$ cat src/rtl/core/mwm_pkg.sv
`default_nettype none

package mwm_pkg;

  // Fixed field widths
  localparam int unsigned REG_W   = 12;
  localparam int unsigned VEL_W   = 16;
  localparam int unsigned WHEEL_W = 25;
  localparam int unsigned MAG_W   = 24;
  localparam int unsigned OP_W    = 2;
  localparam int unsigned CIDX_W  = 2;

  localparam int unsigned FRAC_BITS_DEF = 12;

  localparam logic [MAG_W-1:0] WHEEL_MAX = 24'hFF_FFFF;

  // Opcodes
  localparam logic [OP_W-1:0] OP_DRIVE = 2'd0;
  localparam logic [OP_W-1:0] OP_BRAKE = 2'd1;
  localparam logic [OP_W-1:0] OP_TICK  = 2'd2;

  // Register indexes
  localparam logic [CIDX_W-1:0] REG_HALF_TRACK = 2'd0;
  localparam logic [CIDX_W-1:0] REG_CIRCUMF    = 2'd1;
  localparam logic [CIDX_W-1:0] REG_DECAY      = 2'd2;
  localparam logic [CIDX_W-1:0] REG_SNAP       = 2'd3;

  // Register reset values
  localparam logic [REG_W-1:0] HALF_TRACK_RST = 12'd692;
  localparam logic [REG_W-1:0] CIRCUMF_RST    = 12'd1029;
  localparam logic [REG_W-1:0] DECAY_RST      = 12'd205;
  localparam logic [REG_W-1:0] SNAP_RST       = 12'd41;

  localparam logic [1:0] LANE_LAST = 2'd3;

  // Controller to datapath
  typedef struct packed {
    logic       load_vel;
    logic       set_brake;
    logic       decay_mul;
    logic       decay_apply;
    logic       kw_mul;
    logic       div_start;
    logic       div_step;
    logic       div_store;
    logic       out_load;
    logic [1:0] lane;
  } mwm_cmd_t;

  // Datapath to controller
  typedef struct packed {
    logic brake_active;
  } mwm_sts_t;

endpackage

`default_nettype wire

$ cat src/rtl/core/mwm_ctrl.sv
`default_nettype none

module mwm_ctrl
  import mwm_pkg::*;
#(
  parameter int unsigned FRAC_BITS = FRAC_BITS_DEF
) (
  input  wire logic            clk_i,
  input  wire logic            rst_ni,
  input  wire logic            in_valid_i,
  output logic                 in_ready_o,
  input  wire logic [OP_W-1:0] opcode_i,
  output logic                 out_valid_o,
  input  wire logic            out_ready_i,
  input  wire mwm_sts_t        sts_i,
  output mwm_cmd_t             cmd_o
);

  localparam int unsigned NUM_W = REG_W + FRAC_BITS;
  localparam int unsigned CNT_W = $clog2(NUM_W);

  localparam logic [3:0] S_IDLE   = 4'd0;
  localparam logic [3:0] S_DMUL   = 4'd1;
  localparam logic [3:0] S_DAPPLY = 4'd2;
  localparam logic [3:0] S_KW     = 4'd3;
  localparam logic [3:0] S_DSTART = 4'd4;
  localparam logic [3:0] S_DSTEP  = 4'd5;
  localparam logic [3:0] S_DSTORE = 4'd6;
  localparam logic [3:0] S_OUT    = 4'd7;

  logic [3:0]       state_q, state_d;
  logic [1:0]       lane_q, lane_d;
  logic [CNT_W-1:0] cnt_q, cnt_d;
  logic             out_valid_q, out_valid_d;
  logic             in_fire;

  assign in_ready_o  = (state_q == S_IDLE);
  assign in_fire     = in_valid_i && in_ready_o;
  assign out_valid_o = out_valid_q;

  always_comb begin
    state_d     = state_q;
    lane_d      = lane_q;
    cnt_d       = cnt_q;
    out_valid_d = out_valid_q;
    cmd_o       = '0;
    cmd_o.lane  = lane_q;

    if (out_valid_q && out_ready_i) begin
      out_valid_d = 1'b0;
    end

    case (state_q)
      S_IDLE: begin
        if (in_fire) begin
          case (opcode_i)
            OP_DRIVE: begin
              cmd_o.load_vel = 1'b1;
              state_d        = S_KW;
            end
            OP_BRAKE: begin
              cmd_o.set_brake = 1'b1;
            end
            OP_TICK: begin
              if (sts_i.brake_active) begin
                state_d = S_DMUL;
              end
            end
            default: begin
            end
          endcase
        end
      end
      S_DMUL: begin
        cmd_o.decay_mul = 1'b1;
        state_d         = S_DAPPLY;
      end
      S_DAPPLY: begin
        cmd_o.decay_apply = 1'b1;
        state_d           = S_KW;
      end
      S_KW: begin
        cmd_o.kw_mul = 1'b1;
        lane_d       = '0;
        state_d      = S_DSTART;
      end
      S_DSTART: begin
        cmd_o.div_start = 1'b1;
        cnt_d           = '0;
        state_d         = S_DSTEP;
      end
      S_DSTEP: begin
        cmd_o.div_step = 1'b1;
        cnt_d          = cnt_q + 1'b1;
        if (cnt_q == CNT_W'(NUM_W - 1)) begin
          state_d = S_DSTORE;
        end
      end
      S_DSTORE: begin
        cmd_o.div_store = 1'b1;
        if (lane_q == LANE_LAST) begin
          state_d = S_OUT;
        end else begin
          lane_d  = lane_q + 1'b1;
          state_d = S_DSTART;
        end
      end
      S_OUT: begin
        if (!out_valid_q || out_ready_i) begin
          cmd_o.out_load = 1'b1;
          out_valid_d    = 1'b1;
          state_d        = S_IDLE;
        end
      end
      default: begin
        state_d = S_IDLE;
      end
    endcase
  end

  always_ff @(posedge clk_i or negedge rst_ni) begin
    if (!rst_ni) begin
      state_q     <= S_IDLE;
      lane_q      <= '0;
      cnt_q       <= '0;
      out_valid_q <= 1'b0;
    end else begin
      state_q     <= state_d;
      lane_q      <= lane_d;
      cnt_q       <= cnt_d;
      out_valid_q <= out_valid_d;
    end
  end

endmodule

`default_nettype wire

$ cat src/rtl/core/mwm_datapath.sv
`default_nettype none

module mwm_datapath
  import mwm_pkg::*;
#(
  parameter int unsigned FRAC_BITS = FRAC_BITS_DEF
) (
  input  wire logic                     clk_i,
  input  wire logic                     rst_ni,
  input  wire logic                     cfg_we_i,
  input  wire logic [CIDX_W-1:0]        cfg_index_i,
  input  wire logic [REG_W-1:0]         cfg_data_i,
  input  wire logic signed [VEL_W-1:0]  vel_x_i,
  input  wire logic signed [VEL_W-1:0]  vel_y_i,
  input  wire logic signed [VEL_W-1:0]  yaw_rate_i,
  input  wire mwm_cmd_t                 cmd_i,
  output mwm_sts_t                      sts_o,
  output logic signed [WHEEL_W-1:0]     wheel_one_o,
  output logic signed [WHEEL_W-1:0]     wheel_two_o,
  output logic signed [WHEEL_W-1:0]     wheel_three_o,
  output logic signed [WHEEL_W-1:0]     wheel_four_o,
  output logic                          braking_o
);

  localparam int unsigned PROD_W = REG_W + VEL_W + 1;
  localparam int unsigned KW_W   = PROD_W - FRAC_BITS;
  localparam int unsigned SUM_W  = VEL_W + 1;
  localparam int unsigned DIV_W  = ((KW_W > SUM_W) ? KW_W : SUM_W) + 1;
  localparam int unsigned RED_W  = ((KW_W > VEL_W) ? KW_W : VEL_W) + 1;
  localparam int unsigned NUM_W  = REG_W + FRAC_BITS;

  // Configuration registers
  logic [REG_W-1:0] half_track_q, circumf_q, decay_q, snap_q;

  always_ff @(posedge clk_i or negedge rst_ni) begin
    if (!rst_ni) begin
      half_track_q <= HALF_TRACK_RST;
      circumf_q    <= CIRCUMF_RST;
      decay_q      <= DECAY_RST;
      snap_q       <= SNAP_RST;
    end else if (cfg_we_i) begin
      case (cfg_index_i)
        REG_HALF_TRACK: half_track_q <= cfg_data_i;
        REG_CIRCUMF:    circumf_q    <= cfg_data_i;
        REG_DECAY:      decay_q      <= cfg_data_i;
        REG_SNAP:       snap_q       <= cfg_data_i;
        default: begin
        end
      endcase
    end
  end

  // Chassis state
  logic signed [VEL_W-1:0] speed_x_q, speed_y_q, speed_turn_q;
  logic                    brake_q;

  assign sts_o.brake_active = brake_q;

  // Brake decay: products registered, then subtract and snap
  logic signed [REG_W:0]    decay_s, half_track_s;
  logic signed [PROD_W-1:0] prod_x_d, prod_y_d, prod_kw;
  logic signed [PROD_W-1:0] prod_x_q, prod_y_q;
  logic signed [RED_W-1:0]  red_x, red_y, snap_s;
  logic signed [VEL_W-1:0]  new_x, new_y;

  assign decay_s      = $signed({1'b0, decay_q});
  assign half_track_s = $signed({1'b0, half_track_q});
  assign prod_x_d     = decay_s * speed_x_q;
  assign prod_y_d     = decay_s * speed_y_q;
  assign prod_kw      = half_track_s * speed_turn_q;

  assign snap_s = $signed(RED_W'(snap_q));
  assign red_x  = RED_W'(speed_x_q) - RED_W'(KW_W'(prod_x_q >>> FRAC_BITS));
  assign red_y  = RED_W'(speed_y_q) - RED_W'(KW_W'(prod_y_q >>> FRAC_BITS));
  assign new_x  = (red_x <= snap_s) ? '0 : red_x[VEL_W-1:0];
  assign new_y  = (red_y <= snap_s) ? '0 : red_y[VEL_W-1:0];

  logic signed [KW_W-1:0] kw_q;

  always_ff @(posedge clk_i) begin
    if (cmd_i.decay_mul) begin
      prod_x_q <= prod_x_d;
      prod_y_q <= prod_y_d;
    end
    if (cmd_i.kw_mul) begin
      kw_q <= KW_W'(prod_kw >>> FRAC_BITS);
    end
  end

  always_ff @(posedge clk_i or negedge rst_ni) begin
    if (!rst_ni) begin
      speed_x_q    <= '0;
      speed_y_q    <= '0;
      speed_turn_q <= '0;
      brake_q      <= 1'b0;
    end else begin
      if (cmd_i.load_vel) begin
        speed_x_q    <= vel_x_i;
        speed_y_q    <= vel_y_i;
        speed_turn_q <= yaw_rate_i;
      end else if (cmd_i.decay_apply) begin
        speed_x_q    <= new_x;
        speed_y_q    <= new_y;
        speed_turn_q <= '0;
      end
      if (cmd_i.set_brake) begin
        brake_q <= 1'b1;
      end else if (cmd_i.decay_apply && new_x == '0 && new_y == '0) begin
        brake_q <= 1'b0;
      end
    end
  end

  // Divisor of the selected wheel
  logic signed [DIV_W-1:0] sum_s, dif_s, kw_s, dvs_s;

  assign sum_s = DIV_W'(speed_x_q) + DIV_W'(speed_y_q);
  assign dif_s = DIV_W'(speed_x_q) - DIV_W'(speed_y_q);
  assign kw_s  = DIV_W'(kw_q);

  always_comb begin
    case (cmd_i.lane)
      2'd0:    dvs_s = sum_s - kw_s;
      2'd1:    dvs_s = dif_s - kw_s;
      2'd2:    dvs_s = dif_s + kw_s;
      default: dvs_s = sum_s + kw_s;
    endcase
  end

  // Restoring divider, one quotient bit per cycle
  logic [DIV_W-1:0] dvs_q, rem_q;
  logic [NUM_W-1:0] quo_q;
  logic             neg_q, zero_q;
  logic [DIV_W:0]   trial, diff;
  logic             fits;

  assign trial = {rem_q, quo_q[NUM_W-1]};
  assign diff  = trial - {1'b0, dvs_q};
  assign fits  = (trial >= {1'b0, dvs_q});

  always_ff @(posedge clk_i) begin
    if (cmd_i.div_start) begin
      dvs_q  <= dvs_s[DIV_W-1] ? DIV_W'(-dvs_s) : DIV_W'(dvs_s);
      neg_q  <= dvs_s[DIV_W-1];
      zero_q <= (dvs_s == '0);
      rem_q  <= '0;
      quo_q  <= {circumf_q, FRAC_BITS'(0)};
    end else if (cmd_i.div_step) begin
      rem_q <= fits ? diff[DIV_W-1:0] : trial[DIV_W-1:0];
      quo_q <= {quo_q[NUM_W-2:0], fits};
    end
  end

  // Saturate, sign and stage the wheel value
  logic [31:0]               quo_ext;
  logic [MAG_W-1:0]          mag;
  logic signed [WHEEL_W-1:0] wheel_val;

  assign quo_ext   = 32'(quo_q);
  assign mag       = (quo_ext > 32'(WHEEL_MAX)) ? WHEEL_MAX : quo_ext[MAG_W-1:0];
  assign wheel_val = zero_q ? '0 :
                     neg_q  ? -$signed({1'b0, mag}) : $signed({1'b0, mag});

  logic signed [WHEEL_W-1:0] res_q [4];
  logic signed [WHEEL_W-1:0] out_q [4];
  logic                      out_brake_q;

  always_ff @(posedge clk_i) begin
    if (cmd_i.div_store) begin
      res_q[cmd_i.lane] <= wheel_val;
    end
    if (cmd_i.out_load) begin
      out_q       <= res_q;
      out_brake_q <= brake_q;
    end
  end

  assign wheel_one_o   = out_q[0];
  assign wheel_two_o   = out_q[1];
  assign wheel_three_o = out_q[2];
  assign wheel_four_o  = out_q[3];
  assign braking_o     = out_brake_q;

endmodule

`default_nettype wire

$ cat src/rtl/core/mecanum_wheel_mixer_with_brake_ramp_unit.sv
// Channel | Direction | Handshake              | Payload
// in      | input     | in_valid_i/in_ready_o   | opcode, vel_x, vel_y, yaw_rate
// out     | output    | out_valid_o/out_ready_i | wheel_one..wheel_four, braking
// cfg     | input     | cfg_valid_i/cfg_ready_o | cfg_index, cfg_data
//
// Items: one item at a time. A drive item, or a tick while braking, runs the
//   shared restoring divider, one quotient bit per cycle, once for each of the
//   four wheels. Brake-start items and idle ticks skip the divider.
// Reset: clears velocity, brake flag and the output valid flag; the config
//   registers return to their defaults.
// Stalls: a finished result waits in the output register while the next item
//   is taken; the next result waits for the previous one to be delivered.
`default_nettype none

module mecanum_wheel_mixer_with_brake_ramp_unit
  import mwm_pkg::*;
#(
  parameter int unsigned FRAC_BITS = FRAC_BITS_DEF
) (
  input  wire logic                     clk_i,
  input  wire logic                     rst_ni,
  // Items in
  input  wire logic                     in_valid_i,
  output logic                          in_ready_o,
  input  wire logic [OP_W-1:0]          opcode_i,
  input  wire logic signed [VEL_W-1:0]  vel_x_i,
  input  wire logic signed [VEL_W-1:0]  vel_y_i,
  input  wire logic signed [VEL_W-1:0]  yaw_rate_i,
  // Results out
  output logic                          out_valid_o,
  input  wire logic                     out_ready_i,
  output logic signed [WHEEL_W-1:0]     wheel_one_o,
  output logic signed [WHEEL_W-1:0]     wheel_two_o,
  output logic signed [WHEEL_W-1:0]     wheel_three_o,
  output logic signed [WHEEL_W-1:0]     wheel_four_o,
  output logic                          braking_o,
  // Configuration writes
  input  wire logic                     cfg_valid_i,
  output logic                          cfg_ready_o,
  input  wire logic [CIDX_W-1:0]        cfg_index_i,
  input  wire logic [REG_W-1:0]         cfg_data_i
);

  mwm_cmd_t cmd;
  mwm_sts_t sts;

  // Config writes are registered directly and always taken.
  assign cfg_ready_o = 1'b1;

  // Controller: sequences load, brake decay, k*w product and the four divides.
  mwm_ctrl #(
    .FRAC_BITS (FRAC_BITS)
  ) u_ctrl (
    .clk_i       (clk_i),
    .rst_ni      (rst_ni),
    .in_valid_i  (in_valid_i),
    .in_ready_o  (in_ready_o),
    .opcode_i    (opcode_i),
    .out_valid_o (out_valid_o),
    .out_ready_i (out_ready_i),
    .sts_i       (sts),
    .cmd_o       (cmd)
  );

  // Datapath: state, config registers, multipliers, divider, result register.
  mwm_datapath #(
    .FRAC_BITS (FRAC_BITS)
  ) u_datapath (
    .clk_i         (clk_i),
    .rst_ni        (rst_ni),
    .cfg_we_i      (cfg_valid_i),
    .cfg_index_i   (cfg_index_i),
    .cfg_data_i    (cfg_data_i),
    .vel_x_i       (vel_x_i),
    .vel_y_i       (vel_y_i),
    .yaw_rate_i    (yaw_rate_i),
    .cmd_i         (cmd),
    .sts_o         (sts),
    .wheel_one_o   (wheel_one_o),
    .wheel_two_o   (wheel_two_o),
    .wheel_three_o (wheel_three_o),
    .wheel_four_o  (wheel_four_o),
    .braking_o     (braking_o)
  );

endmodule

`default_nettype wire

$ cat config.mk
export PLATFORM = sky130hd
export DESIGN_NAME = mecanum_wheel_mixer_with_brake_ramp_unit
export DESIGN_NICKNAME = d
export VERILOG_FILES = /design/src/rtl/core/mwm_pkg.sv /design/src/rtl/core/mwm_ctrl.sv /design/src/rtl/core/mwm_datapath.sv /design/src/rtl/core/mecanum_wheel_mixer_with_brake_ramp_unit.sv
export SDC_FILE = /design/constraint.sdc
export NUM_CORES = 2
export LEC_CHECK = 0
export BUFFER_PORTS_ARGS = -buffer_cell sky130_fd_sc_hd__buf_2
export CAP_MARGIN = 20
export CORE_UTILIZATION = 40
export CTS_CLUSTER_SIZE = 24
export DETAILED_ROUTE_END_ITERATION = 6
export PLACE_DENSITY = 0.57
export SETUP_SLACK_MARGIN = 0.15
export SLEW_MARGIN = 5
export SYNTH_ARGS = -nofsm -noshare
export SYNTH_HDL_FRONTEND = slang
export SYNTH_SLANG_ARGS = --single-unit
$ cat constraint.sdc
create_clock -name clk_i -period 18.9 [get_ports clk_i]
set_input_delay 1.89 -clock clk_i [delete_from_list [all_inputs] [get_ports clk_i]]
set_output_delay 1.89 -clock clk_i [all_outputs]
set_load 0.05 [all_outputs]
==> results.md <==
- Worst Clk Skew: 19.83 ps
- Grt ovf: 0
- Postcts setup bufs: 0
- Crit path top cell by count: fa_1
- Drt pass-1 iters: 5
- Maxcap violations: 0
- Sink Count: 422
- YS warnings: 0
- Global-route wire length before repair: 168100 um
- TNS Setup: 0 ps
- Critical path peak fanout: 33
- Critical-path top delay cell: dfstp_2
- Num CTS Buffers: 49
- Synth Instances: 4232
- Post-synthesis async set-or-reset flop share: 25.59%
- Chip Width: 327.4 um
- Final hold vios: 0
- Post-synth EDFFs: 284
- DRC marker count from the first detailed-route iteration: 1740
- Top achievable clock speed: 0.1416 GHz
- Post-CTS sizing: 0
- Worst Tran Pin Value: 1045 ps
- Worst-case clock buffer depth: 3
- Initial Util: 40.29%
- Synthesized area: 42350 um^2
- Vias in the first global route: 29470
- Final Cycle Share: 37.35%
- HPWL after DPL: 81550 um
- Area growth from synthesis to layout: 9.267%
- Largest delay contributor family on the critical path: adder cells
- DR vias/cell: 5.075
- Count of cell types in the netlist: 89
- Clock Latency Late Sink: 620 ps
- Yosys reg bits: 422
- H-tree levels: 2
- Net count of the mapped netlist: 5178
- DR DRC count: 0
- Gr usage total: 20.07%
- Post-CTS Hold Fix Bufs: 0
- Hold WC Path Type: flop to flop
- Fin nets: 5277
- Worst relative slew slack: 30.03%
- Outcome: completed
- Final wirelength: 105600 um
- Root Driver: clkbuf_16
- Die Y: 327.4 um
- # rows: 119
- Layout cells sized above 1: 8.650%
- Initial antenna violation count: 7
- WP data required: 19260 ps
- Setup violations, final: 0
- Post-synthesis area per instance: 10.01 um^2
- Routed vias: 29260
- Post-route minimum period: 7060 ps
- Worst hold slack: 414.7 ps
- DIE AREA: 107200 um^2
- Number of primary I/O pins: 173
- CTS tree: yes
- Primary FF master, synth: edfxtp_1
- Crit. End Element: flop
- Crit path kind: flop to flop
- Crit path buffers/inverters: 3
- Final ANT Viol Nets: 0
- Final estimated routing congestion in global placement: 0.8496
- Post-synthesis sequential area ratio: 27.98%
- Routed len/inst: 18.31 um
- Largest net degree at the start of global routing: 81
- Slew Viols, Final: 0
- Critical Path AT: 7420 ps
- Cell Chain, Critical Path: nand2_1 > fa_1 > inv_1 > fa_1 > fa_1 > inv_1 > fa_1 > inv_1 > fa_1 > ha_1 > a21o_1 > a21o_1 > a2111oi_0 > o21bai_1 > o311a_1 > a21oi_1 > o21ai_1 > o41ai_1 > o21ba_2 > xnor2_1
- Port bufs: 171
- Delay of the slowest critical-path stage: 990 ps
- CP Launch Type: flop
- RSZ-0062 raised after global routing: no
- Worst-path clk slew: 60 ps
- Total core area: 105100 um^2
==> routing by layer <==
metal | GRT usage, % | up-vias | wire length, um
met4 | 4.876 | 6 | 2472
met5 | 0 | - | 44
met3 | 3.058 | 130 | 5533
met1 | 28.27 | 14630 | 49100
met2 | 32.38 | 636 | 48420
li1 | - | 13860 | -
==> cells by family (layout without fill, tap and decap cells) <==
family                     after synthesis  in the layout  share of synthesized area [%]
adders and majority gates              877            877                          35.44
other                                    1              6                       0.008854
muxes                                   88             88                          2.236
xor gates and xnor gates               203            203                          4.233
DFF                                    422            422                          27.98
and+or+nand+nor                       1185           1185                          13.46
AOI/OAI and AO/OA                      538            538                          8.469
buffers and inverters                  918           1056                          8.171
==> flip-flops by register name (all words and copies together) (netlist names), 5 cells and up <==
register,count
u_datapath.wheel_three_o,25
u_datapath.res_q,100
u_datapath.kw_q,17
u_datapath.speed_x_q,16
u_datapath.snap_q,12
u_datapath.wheel_four_o,25
u_datapath.wheel_two_o,25
u_datapath.prod_x_q,17
u_datapath.rem_q,18
u_datapath.speed_turn_q,16
u_datapath.circumf_q,12
u_datapath.dvs_q,18
u_datapath.decay_q,12
u_datapath.quo_q,24
u_ctrl.cnt_q,5
u_datapath.speed_y_q,16
u_datapath.wheel_one_o,25
u_datapath.half_track_q,12
u_datapath.prod_y_q,17
==> synth_stat cells, types with 14 or more instances <==
| cell type | count | area share (%) |
|---|---|---|
| nor2b_1 | 28 | 0.41 |
| fa_1 | 538 | 25 |
| nand2b_1 | 27 | 0.40 |
| nand2_1 | 471 | 4.2 |
| a21oi_1 | 113 | 1.3 |
| nand3_1 | 47 | 0.56 |
| ha_1 | 339 | 10 |
| mux2i_1 | 37 | 0.87 |
| dfxtp_1 | 30 | 1.4 |
| o21a_1 | 30 | 0.53 |
| clkbuf_1 | 148 | 1.3 |
| nor2_1 | 197 | 1.7 |
| nand4_1 | 18 | 0.27 |
| o21ai_0 | 98 | 1.2 |
| xor2_1 | 77 | 1.6 |
| nor3_1 | 57 | 0.67 |
| dfstp_2 | 16 | 0.99 |
| a211oi_1 | 20 | 0.35 |
| a22o_1 | 28 | 0.58 |
| o211ai_1 | 14 | 0.25 |
| o31ai_1 | 18 | 0.32 |
| and2_1 | 247 | 3.6 |
| xnor2_1 | 125 | 2.6 |
| or3_1 | 15 | 0.22 |
| dfrtp_1 | 92 | 5.4 |
| mux2_2 | 50 | 1.3 |
| and3_1 | 16 | 0.24 |
| o21ai_1 | 38 | 0.45 |
| a21o_1 | 63 | 1.1 |
| inv_1 | 756 | 6.7 |
| edfxtp_1 | 284 | 20 |
==> worst reg2reg max path, stage by stage (launching register included) <==
cell	delay, ps
dfstp_2	990
nand2_1	190
fa_1	530
inv_1	50
fa_1	460
fa_1	510
inv_1	60
fa_1	530
inv_1	50
fa_1	430
ha_1	300
a21o_1	150
a21o_1	180
a2111oi_0	430
o21bai_1	270
o311a_1	400
a21oi_1	330
o21ai_1	210
o41ai_1	460
o21ba_2	210
xnor2_1	60
==> area by class of cell <==
cell class / instances / area [um^2]
clock inverter: 30 / 336.6
tap: 1391 / 1740
fill: 10170 / 58840
clock buffer: 60 / 1267
multi-input combinational: 2892 / 27080
timing repair buffer: 209 / 1151
antenna: 5 / 12.51
inverter: 757 / 2841
sequential: 422 / 11850
==> worst paths after layout <==
path | to | depth (start not counted) | startpoint | slack (ps)
hold reg to reg | u_datapath.wheel_two_o[21]$_DFFE_PP_ | 0 | u_datapath.res_q[71]$_DFFE_PP_ | 410
hold / removal | u_datapath.wheel_two_o[21]$_DFFE_PP_ | 0 | u_datapath.res_q[71]$_DFFE_PP_ | 410
setup / recovery | u_datapath.prod_x_q[28]$_DFFE_PP_ | 20 | u_datapath.decay_q[2]$_DFFE_PN1P_ | 11840
min in group asynchronous | u_datapath.circumf_q[11]$_DFFE_PN0P_ | 1 | rst_ni | 1330
setup reg to reg | u_datapath.prod_x_q[28]$_DFFE_PP_ | 20 | u_datapath.decay_q[2]$_DFFE_PN1P_ | 11840
max in group asynchronous | u_datapath.decay_q[1]$_DFFE_PN0P_ | 2 | rst_ni | 16200
==> cell usage in the layout (no fill, tap or decap), types with 38 or more instances in the layout <==
cell	instances
fa_1	538
inv_1	756
clkbuf_16	49
nor3_1	57
nand2_1	471
and2_1	246
a21oi_1	113
o21ai_1	38
nor2_1	196
xor2_1	77
buf_2	170
o21ai_0	98
nand3_1	47
dfrtp_1	92
a21o_1	63
edfxtp_1	284
ha_1	339
xnor2_1	125
mux2_2	50
==> stage by stage <==
| stage | setup WS, ps | util, % | area [um^2] | std cells |
|---|---|---|---|---|
| floorplan | 11800 | - | 42350 | 4232 |
| CTS | 11790 | 44.00 | 46260 | 5760 |
| finish | 11840 | 44.03 | 46280 | 5766 |
| global placement | 11900 | 42.47 | 44640 | 5669 |
| global route | 11400 | 44.02 | 46270 | 5763 |
| detailed placement | 11800 | 42.48 | 44650 | 5670 |
Power is left out: the tool's default activity adds up to more than one toggle a clock period on the data nets, which glitch-free logic cannot reach.
